===== src/rtl/core/ebq_pkg.sv =====
package ebq_pkg;

    localparam int DEF_MAX_WIDTH = 1024;
    localparam int FW_W          = 11;
    localparam logic [FW_W-1:0] FW_RESET = 11'd1024;
    localparam int SUM_W         = 23;
    localparam int OUT_W         = 20;
    localparam int WGT_W         = 3;
    localparam int IN_TDATA_W    = 8;
    localparam int OUT_TDATA_W   = 24;

    typedef struct packed {
        logic ul;
        logic ur;
        logic ll;
        logic lr;
    } quad_t;

    typedef struct packed {
        logic step;
        logic count;
        logic last;
    } acc_ctrl_t;

    function automatic logic signed [WGT_W-1:0] quad_weight(quad_t q);
        logic [2:0] n;
        logic signed [WGT_W-1:0] w;
        n = {2'b00, q.ul} + {2'b00, q.ur} + {2'b00, q.ll} + {2'b00, q.lr};
        case (n)
            3'd1:    w = 3'sd1;
            3'd3:    w = -3'sd1;
            3'd2:    w = (q.ul == q.lr) ? -3'sd2 : 3'sd0;
            default: w = 3'sd0;
        endcase
        return w;
    endfunction

endpackage


===== src/rtl/core/ebq_ram.sv =====
module ebq_ram #(
    parameter int WIDTH = 1,
    parameter int DEPTH = 1024
) (
    input  logic                     clk,
    input  logic                     we,
    input  logic [$clog2(DEPTH)-1:0] waddr,
    input  logic [WIDTH-1:0]         wdata,
    input  logic                     re,
    input  logic [$clog2(DEPTH)-1:0] raddr,
    output logic [WIDTH-1:0]         rdata
);

    logic [WIDTH-1:0] mem [DEPTH];
    logic [WIDTH-1:0] rdata_reg;

    always_ff @(posedge clk)
    begin
        if (we)
        begin
            mem[waddr] <= wdata;
        end
        if (re)
        begin
            rdata_reg <= mem[raddr];
        end
    end

    assign rdata = rdata_reg;

endmodule


===== src/rtl/core/ebq_accum.sv =====
module ebq_accum (
    input  logic                              clk,
    input  logic                              rst_n,
    input  ebq_pkg::acc_ctrl_t                ctrl,
    input  ebq_pkg::quad_t                    quad,
    output logic signed [ebq_pkg::OUT_W-1:0]  euler
);
    import ebq_pkg::*;

    localparam logic signed [SUM_W:0] SUM_MAX = (SUM_W+1)'((1 << (SUM_W-1)) - 1);
    localparam logic signed [SUM_W:0] SUM_MIN = -(SUM_W+1)'(1 << (SUM_W-1));
    localparam logic signed [SUM_W-2:0] OUT_MAX = (SUM_W-1)'((1 << (OUT_W-1)) - 1);
    localparam logic signed [SUM_W-2:0] OUT_MIN = -(SUM_W-1)'(1 << (OUT_W-1));

    logic signed [SUM_W-1:0] sum_reg;
    logic signed [SUM_W-1:0] sum_next;
    logic signed [SUM_W:0]   sum_wide;
    logic signed [SUM_W:0]   sum_adj;
    logic signed [SUM_W-2:0] quot;
    logic signed [WGT_W-1:0] wgt;

    always_comb
    begin
        wgt      = quad_weight(quad);
        sum_wide = {sum_reg[SUM_W-1], sum_reg}
                 + {{(SUM_W+1-WGT_W){wgt[WGT_W-1]}}, wgt};
        if (!ctrl.count)
        begin
            sum_next = sum_reg;
        end
        else if (sum_wide > SUM_MAX)
        begin
            sum_next = SUM_MAX[SUM_W-1:0];
        end
        else if (sum_wide < SUM_MIN)
        begin
            sum_next = SUM_MIN[SUM_W-1:0];
        end
        else
        begin
            sum_next = sum_wide[SUM_W-1:0];
        end
    end

    // truncate toward zero
    always_comb
    begin
        sum_adj = {sum_next[SUM_W-1], sum_next}
                + (sum_next[SUM_W-1] ? (SUM_W+1)'(3) : (SUM_W+1)'(0));
        quot = sum_adj[SUM_W:2];
        if (quot > OUT_MAX)
        begin
            euler = OUT_MAX[OUT_W-1:0];
        end
        else if (quot < OUT_MIN)
        begin
            euler = OUT_MIN[OUT_W-1:0];
        end
        else
        begin
            euler = quot[OUT_W-1:0];
        end
    end

    always_ff @(posedge clk or negedge rst_n)
    begin
        if (!rst_n)
        begin
            sum_reg <= '0;
        end
        else if (ctrl.step)
        begin
            sum_reg <= ctrl.last ? '0 : sum_next;
        end
    end

endmodule


===== src/rtl/core/euler_number_bit_quads.sv =====
// Euler number of a binary image (8-connectivity, bit-quad counting). Pixels enter in raster
// order on the slave stream, one beat per pixel, with tlast on the last pixel of the frame;
// the row width comes from the configuration register (0 acts as 1, values above MAX_WIDTH
// act as MAX_WIDTH). The block takes one pixel every clock: the previous row lives in a
// single-port-write, single-port-read line store that is read when a pixel is accepted and
// written when that pixel leaves the input register, with a bypass for back-to-back hits on
// the same column. A result beat carrying the Euler number is loaded into the output register
// when the frame's last pixel leaves the input register; input is held off only while that
// result waits in the output register and another end-of-frame pixel is already lined up
// behind it. The line store needs no clearing after reset.
module euler_number_bit_quads #(
    parameter int MAX_WIDTH = ebq_pkg::DEF_MAX_WIDTH
) (
    input  logic                                  clk,
    input  logic                                  rst_n,
    input  logic                                  cfg_we,
    input  logic [ebq_pkg::FW_W-1:0]              cfg_wdata,   // frame_width
    input  logic                                  s_tvalid,
    output logic                                  s_tready,
    input  logic [ebq_pkg::IN_TDATA_W-1:0]        s_tdata,     // [0] pixel
    input  logic                                  s_tlast,     // frame_end
    output logic                                  m_tvalid,
    input  logic                                  m_tready,
    output logic [ebq_pkg::OUT_TDATA_W-1:0]       m_tdata      // [19:0] euler value
);
    import ebq_pkg::*;

    localparam int CW = $clog2(MAX_WIDTH);
    localparam int WW = $clog2(MAX_WIDTH + 1);

    logic [FW_W-1:0]          width_reg;
    logic [WW-1:0]            eff_width;
    logic [CW-1:0]            col_reg;
    logic [CW-1:0]            col_next;
    logic [CW:0]              col_inc;
    logic                     first_row_reg;
    logic                     first_row_next;
    logic                     accept;
    logic                     wrap;

    logic                     s1_valid_reg;
    logic                     s1_pix_reg;
    logic                     s1_last_reg;
    logic                     s1_count_reg;
    logic [CW-1:0]            s1_col_reg;
    logic                     s1_go;
    logic                     fwd_reg;
    logic                     fwd_data_reg;
    logic                     ram_rdata;
    logic                     up;
    logic                     left_reg;
    logic                     ul_reg;

    logic                     out_valid_reg;
    logic signed [OUT_W-1:0]  euler_reg;
    logic signed [OUT_W-1:0]  euler;

    quad_t                    quad;
    acc_ctrl_t                acc_ctrl;

    always_ff @(posedge clk or negedge rst_n)
    begin
        if (!rst_n)
        begin
            width_reg <= FW_RESET;
        end
        else if (cfg_we)
        begin
            width_reg <= cfg_wdata;
        end
    end

    always_comb
    begin
        if (width_reg == '0)
        begin
            eff_width = WW'(1);
        end
        else if (32'(width_reg) > 32'(MAX_WIDTH))
        begin
            eff_width = WW'(MAX_WIDTH);
        end
        else
        begin
            eff_width = WW'(width_reg);
        end
    end

    assign s1_go    = s1_valid_reg && (!s1_last_reg || !out_valid_reg || m_tready);
    assign s_tready = !s1_valid_reg || s1_go;
    assign accept   = s_tvalid && s_tready;

    // column and row tracking at the input side
    always_comb
    begin
        col_inc        = {1'b0, col_reg} + (CW+1)'(1);
        wrap           = 32'(col_inc) >= 32'(eff_width);
        col_next       = col_reg;
        first_row_next = first_row_reg;
        if (accept)
        begin
            if (s_tlast)
            begin
                col_next       = '0;
                first_row_next = 1'b1;
            end
            else if (wrap)
            begin
                col_next       = '0;
                first_row_next = 1'b0;
            end
            else
            begin
                col_next = col_inc[CW-1:0];
            end
        end
    end

    always_ff @(posedge clk or negedge rst_n)
    begin
        if (!rst_n)
        begin
            col_reg       <= '0;
            first_row_reg <= 1'b1;
            s1_valid_reg  <= 1'b0;
            fwd_reg       <= 1'b0;
        end
        else
        begin
            col_reg       <= col_next;
            first_row_reg <= first_row_next;
            if (accept)
            begin
                s1_valid_reg <= 1'b1;
                fwd_reg      <= s1_go && (s1_col_reg == col_reg);
            end
            else if (s1_go)
            begin
                s1_valid_reg <= 1'b0;
            end
        end
    end

    always_ff @(posedge clk)
    begin
        if (accept)
        begin
            s1_pix_reg   <= s_tdata[0];
            s1_last_reg  <= s_tlast;
            s1_count_reg <= (col_reg != '0) && !first_row_reg;
            s1_col_reg   <= col_reg;
            fwd_data_reg <= s1_pix_reg;
        end
    end

    ebq_ram #(
        .WIDTH (1),
        .DEPTH (MAX_WIDTH)
    ) u_row_store (
        .clk   (clk),
        .we    (s1_go),
        .waddr (s1_col_reg),
        .wdata (s1_pix_reg),
        .re    (accept),
        .raddr (col_reg),
        .rdata (ram_rdata)
    );

    assign up = fwd_reg ? fwd_data_reg : ram_rdata;

    always_ff @(posedge clk or negedge rst_n)
    begin
        if (!rst_n)
        begin
            left_reg <= 1'b0;
            ul_reg   <= 1'b0;
        end
        else if (s1_go)
        begin
            left_reg <= s1_last_reg ? 1'b0 : s1_pix_reg;
            ul_reg   <= s1_last_reg ? 1'b0 : up;
        end
    end

    assign quad.ul = ul_reg;
    assign quad.ur = up;
    assign quad.ll = left_reg;
    assign quad.lr = s1_pix_reg;

    assign acc_ctrl.step  = s1_go;
    assign acc_ctrl.count = s1_count_reg;
    assign acc_ctrl.last  = s1_last_reg;

    ebq_accum u_accum (
        .clk   (clk),
        .rst_n (rst_n),
        .ctrl  (acc_ctrl),
        .quad  (quad),
        .euler (euler)
    );

    always_ff @(posedge clk or negedge rst_n)
    begin
        if (!rst_n)
        begin
            out_valid_reg <= 1'b0;
        end
        else if (s1_go && s1_last_reg)
        begin
            out_valid_reg <= 1'b1;
        end
        else if (m_tready)
        begin
            out_valid_reg <= 1'b0;
        end
    end

    always_ff @(posedge clk)
    begin
        if (s1_go && s1_last_reg)
        begin
            euler_reg <= euler;
        end
    end

    assign m_tvalid = out_valid_reg;
    assign m_tdata  = {{(OUT_TDATA_W-OUT_W){1'b0}}, euler_reg};

    a_col_range: assert property (@(posedge clk) disable iff (!rst_n)
        32'(col_reg) < 32'(MAX_WIDTH))
        else $error("column count out of line store range");

    a_stall_cause: assert property (@(posedge clk) disable iff (!rst_n)
        !s_tready |-> (s1_valid_reg && s1_last_reg && out_valid_reg && !m_tready))
        else $error("input stalled without a waiting result");

    a_frame_clear: assert property (@(posedge clk) disable iff (!rst_n)
        (s_tvalid && s_tready && s_tlast) |=> (col_reg == '0 && first_row_reg))
        else $error("frame state not cleared after last beat");

    a_result_follows: assert property (@(posedge clk) disable iff (!rst_n)
        (s1_go && s1_last_reg) |=> m_tvalid)
        else $error("end of frame beat produced no result");

endmodule


===== config.mk =====
export PLATFORM = sky130hd
export DESIGN_NAME = euler_number_bit_quads
export DESIGN_NICKNAME = d
export VERILOG_FILES = /design/src/rtl/core/ebq_pkg.sv /design/src/rtl/core/ebq_ram.sv /design/src/rtl/core/ebq_accum.sv /design/src/rtl/core/euler_number_bit_quads.sv
export SDC_FILE = /design/constraint.sdc
export NUM_CORES = 2
export LEC_CHECK = 0
export BUFFER_PORTS_ARGS = -buffer_cell sky130_fd_sc_hd__clkbuf_2
export CELL_PAD_IN_SITES_DETAIL_PLACEMENT = 2
export CELL_PAD_IN_SITES_GLOBAL_PLACEMENT = 2
export CORE_MARGIN = 2
export CORE_UTILIZATION = 30
export CTS_CLUSTER_DIAMETER = 120
export CTS_CLUSTER_SIZE = 8
export DETAILED_ROUTE_END_ITERATION = 12
export GPL_TIMING_DRIVEN = 0
export HOLD_SLACK_MARGIN = 0.1
export MAX_ROUTING_LAYER = met4
export PLACE_DENSITY_LB_ADDON = 0.12
export SYNTH_ARGS = -nofsm -noshare
export SYNTH_HDL_FRONTEND = slang
export SYNTH_SLANG_ARGS = --single-unit

===== constraint.sdc =====
create_clock -name clk -period 18.4 [get_ports clk]
set_input_delay 3.68 -clock clk [delete_from_list [all_inputs] [get_ports clk]]
set_output_delay 3.68 -clock clk [all_outputs]
set_load 0.02 [all_outputs]

==> impl_metrics.py <==
metrics = {
    "clock_tree": {
        "post-cts-setup-buffers": 0,
        "numCtsBuffers": 156,
        "clk_latency_ns": 0.78,
        "clkSlewWorstSetupHoldPaths_ns": 0.05,
        "cts_tree": "done",
        "cts_resized": 0,
        "cts_buffer_depth": 3,
        "cts.sinks": 1109,
        "root_buffer": "clkbuf_16",
        "htreeDepth": 4,
        "cts_hold_buffers": 0,
    },
    "setup_path": {
        "critical_path.startpoint_type": "primary input",
        "reg2regPathDepth": 25,
        "cp-startpoint": "m_tready",
        "endpoint": "s_tready",
        "r2r_setup_slack_ns": 11.08,
        "worstPathArrival_ns": 4.30,
        "r2r_end": "euler_reg[0]",
        "cp_data_required_time_ns": 14.72,
        "path_class": "primary input to output pin",
        "end_kind": "output pin",
        "path_max_fanout": 3,
        "r2r-start": "s1_pix_reg",
    },
    "timing": {
        "finalCritPeriodShare_pct": 43.4,
        "setup_viol": 0,
        "rsz0062_at_grt": "false",
        "fin_worst_skew_ns": 0.0326,
        "slew_violations": 11,
        "maxSlewHeadroom_pct": -0.939,
        "tightest_slew_ns": 1.51,
        "fin_crit_ns": 7.98,
        "max_freq_mhz": 125,
        "fin_ws_ns": 10.42,
        "hold_viol": 0,
    },
    "global_route": {
        "grt_pass1_wl_mm": 283,
        "grt_pass1_vias": 34235,
        "antenna_found_initial": 9,
        "gr-usage-all-layers_pct": 24.9,
        "overflow": 0,
        "grt_max_degree": 51,
    },
    "placement": {
        "numPortBuffers": 39,
        "gp_congestion": 0.814,
        "dpl_cell_area_um2": 54600,
        "hpwl_mm": 135,
        "post-place-ws_ns": 10.40,
    },
    "power": {
        "power_mw": 6.91,
        "pwr-share-comb_pct": 20.1,
        "irDropWorstVdd_v": 0.000100,
        "swShare_pct": 29.9,
        "p_leak_nw": 17.8,
        "p_int_mw": 4.84,
        "powerDensity_nw_per_um2": 117,
        "power_switching_mw": 2.07,
        "p_clk_share_pct": 38.5,
        "power_frac_seq_pct": 41.4,
    },
    "yosys": {
        "syn_inst": 3486,
        "syn_area_um2": 50200,
        "synth.top_cell.area_share_pct": 63.3,
        "async_reset_ff_share_pct": 4.51,
        "synth_cell_types": 77,
        "avgSynthCellArea_um2": 14.4,
        "synth_ff_type": "edfxtp_1",
        "synth_edf_count": 1059,
        "ys_seq_area_share_pct": 65.8,
        "yosysTopAreaCell": "edfxtp_1",
        "ys_ff_latch": 1109,
        "ys_warn_count": 0,
        "yosys-top-cells-area": "edfxtp_1 63%, mux4_2 15%, nor2_1 8.0%",
    },
    "layout": {
        "diodes": 0,
        "largest_reg_flops": 1024,
        "stdcell_area_um2": 58900,
        "area_growth_pct": 17.2,
        "drive_above_1_share_pct": 19.7,
        "fin_nets": 3804,
    },
    "die": {
        "rows": 150,
        "ioPinCount": 51,
        "floorplan.initialDensity_pct": 30.1,
        "die_area_um2": 171000,
        "die-width_um": 413,
        "core_area_um2": 167000,
        "die_h_um": 413,
    },
    "detailed_routing": {
        "routed_wl_mm": 204,
        "num_vias": 32308,
        "antenna_left": 0,
        "vias_per_cell": 5.42,
        "drc_errors": 0,
        "drt_iter0_drc": 3502,
        "routedWlPerCell_um": 34.2,
        "dr.pass1.iters": 5,
    },
    "status": {
        "status": "finished with violations",
        "violations": "max-capacitance violations, max-slew violations",
    },
    "worst_hold_path": {
        "hold_path.class": "register to register",
        "min_from": "col_reg[8]",
    },
    "job": {
        "drv_cap": 1,
    },
}
==> critical path, cell delays in order <==
cell and delay [ns]:
clkbuf_2 0.08, nor2b_1 0.19, nand3_1 0.16, clkbuf_2 0.20
==> cells in the final DEF, fill, tap and decap left out, types with 9 or more instances in the layout <==
cell type,instances
o21a_1,12
nand2_1,146
clkbuf_2,64
buf_2,47
nand3_1,45
a31oi_1,9
buf_1,35
xnor2_1,28
mux4_2,341
nor3_1,20
nand4_1,15
nor3b_1,9
clkbuf_1,220
dfrtp_1,48
a21oi_1,44
buf_16,42
a22o_1,12
inv_1,24
or2_2,10
o211ai_1,10
o31ai_1,11
xor2_1,21
ha_1,39
o21ai_0,44
edfxtp_1,1059
nor2b_1,15
nor2_1,1066
clkbuf_16,157
mux2_2,12
and3_1,15
==> Yosys cell counts, types with 4 or more instances <==
cell      instances
o21ai_0          44
nor3_1           20
nor4_1            4
mux4_2          341
o211ai_1         10
a211oi_1          4
a21o_1            5
and2_1            5
a21oi_1          47
nor2b_1          15
dfrtp_1          48
o31ai_1          11
a22o_1           12
nor2_1         1067
inv_1            24
nand3_1          45
or2_2            10
buf_2            35
nand2_1         146
buf_1            48
o21ai_2           5
edfxtp_1       1059
a31oi_1           9
nand4_1          15
clkbuf_1        237
buf_4             5
o22ai_1           4
nand2b_1          5
and3b_1           4
xor2_1           21
mux2_2           12
ha_1             39
a41oi_1           4
xnor2_1          28
nor3b_1           9
o21a_1           12
and3_1           16
==> routing by layer <==
| metal | GRT usage, % | wire (um) | vias up |
|---|---|---|---|
| li1 | - | - | 13366 |
| met1 | 33.4 | 89400 | 17759 |
| met2 | 39.5 | 97700 | 911 |
| met3 | 3.64 | 11300 | 272 |
| met4 | 6.61 | 5430 | 0 |
| met5 | - | 0 | - |
==> logic make-up after synthesis <==
logic type      Yosys count  share of synthesized area (%)
simple gates           1372                           11.0
flops                  1109                           65.8
mux                     357                           15.7
buf+inv                 351                           2.78
compound gates          206                           2.83
xor+xnor                 49                          0.854
fa+ha+maj                41                           1.05
other cells               1                        0.00746
==> worst min path at each step <==
stage,end,slack [ns],cells past startpoint
after global placement,s1_col_reg[9],0.43,0
after global routing,s1_col_reg[9],0.46,0
after CTS,s1_col_reg[8],0.44,0
final,s1_col_reg[8],0.44,0
after detailed placement,s1_col_reg[8],0.43,0
after floorplan,s1_col_reg[2],0.42,0
==> cell type report <==
| class | instances | area, um2 |
|---|---|---|
| fillers | 16719 | 108000 |
| flip-flops and latches | 1109 | 33100 |
| multi-input cells | 2029 | 15900 |
| clock buffers | 168 | 3980 |
| well taps | 2204 | 2760 |
| repair buffers | 91 | 1520 |
| plain buffers | 327 | 1370 |
| clock inverters | 12 | 260 |
| inverters | 24 | 90.1 |
==> through the flow <==
step           hold slack [ns]  util [%]  TNS (ns)  cells
2_1_floorplan            0.423         -     -2.57   3489
3_3_place_gp             0.430      31.9  -9454.13   5732
3_5_place_dp             0.430      32.7         0   5783
4_1_cts                  0.440      35.3         0   5963
5_1_grt                  0.456      35.3         0   5964
6_report                 0.445      35.3         0   5964
==> power groups by stage <==
stage	logic, mW	registers (mW)	clock network [mW]
3_3_place_gp	1.31	3.02	0
2_1_floorplan	0.786	2.96	0
6_report	1.39	2.86	2.66
3_5_place_dp	1.40	2.91	0
5_1_grt	1.48	2.86	2.80
4_1_cts	1.40	2.86	2.71
Power figures use the tool's default switching activity.
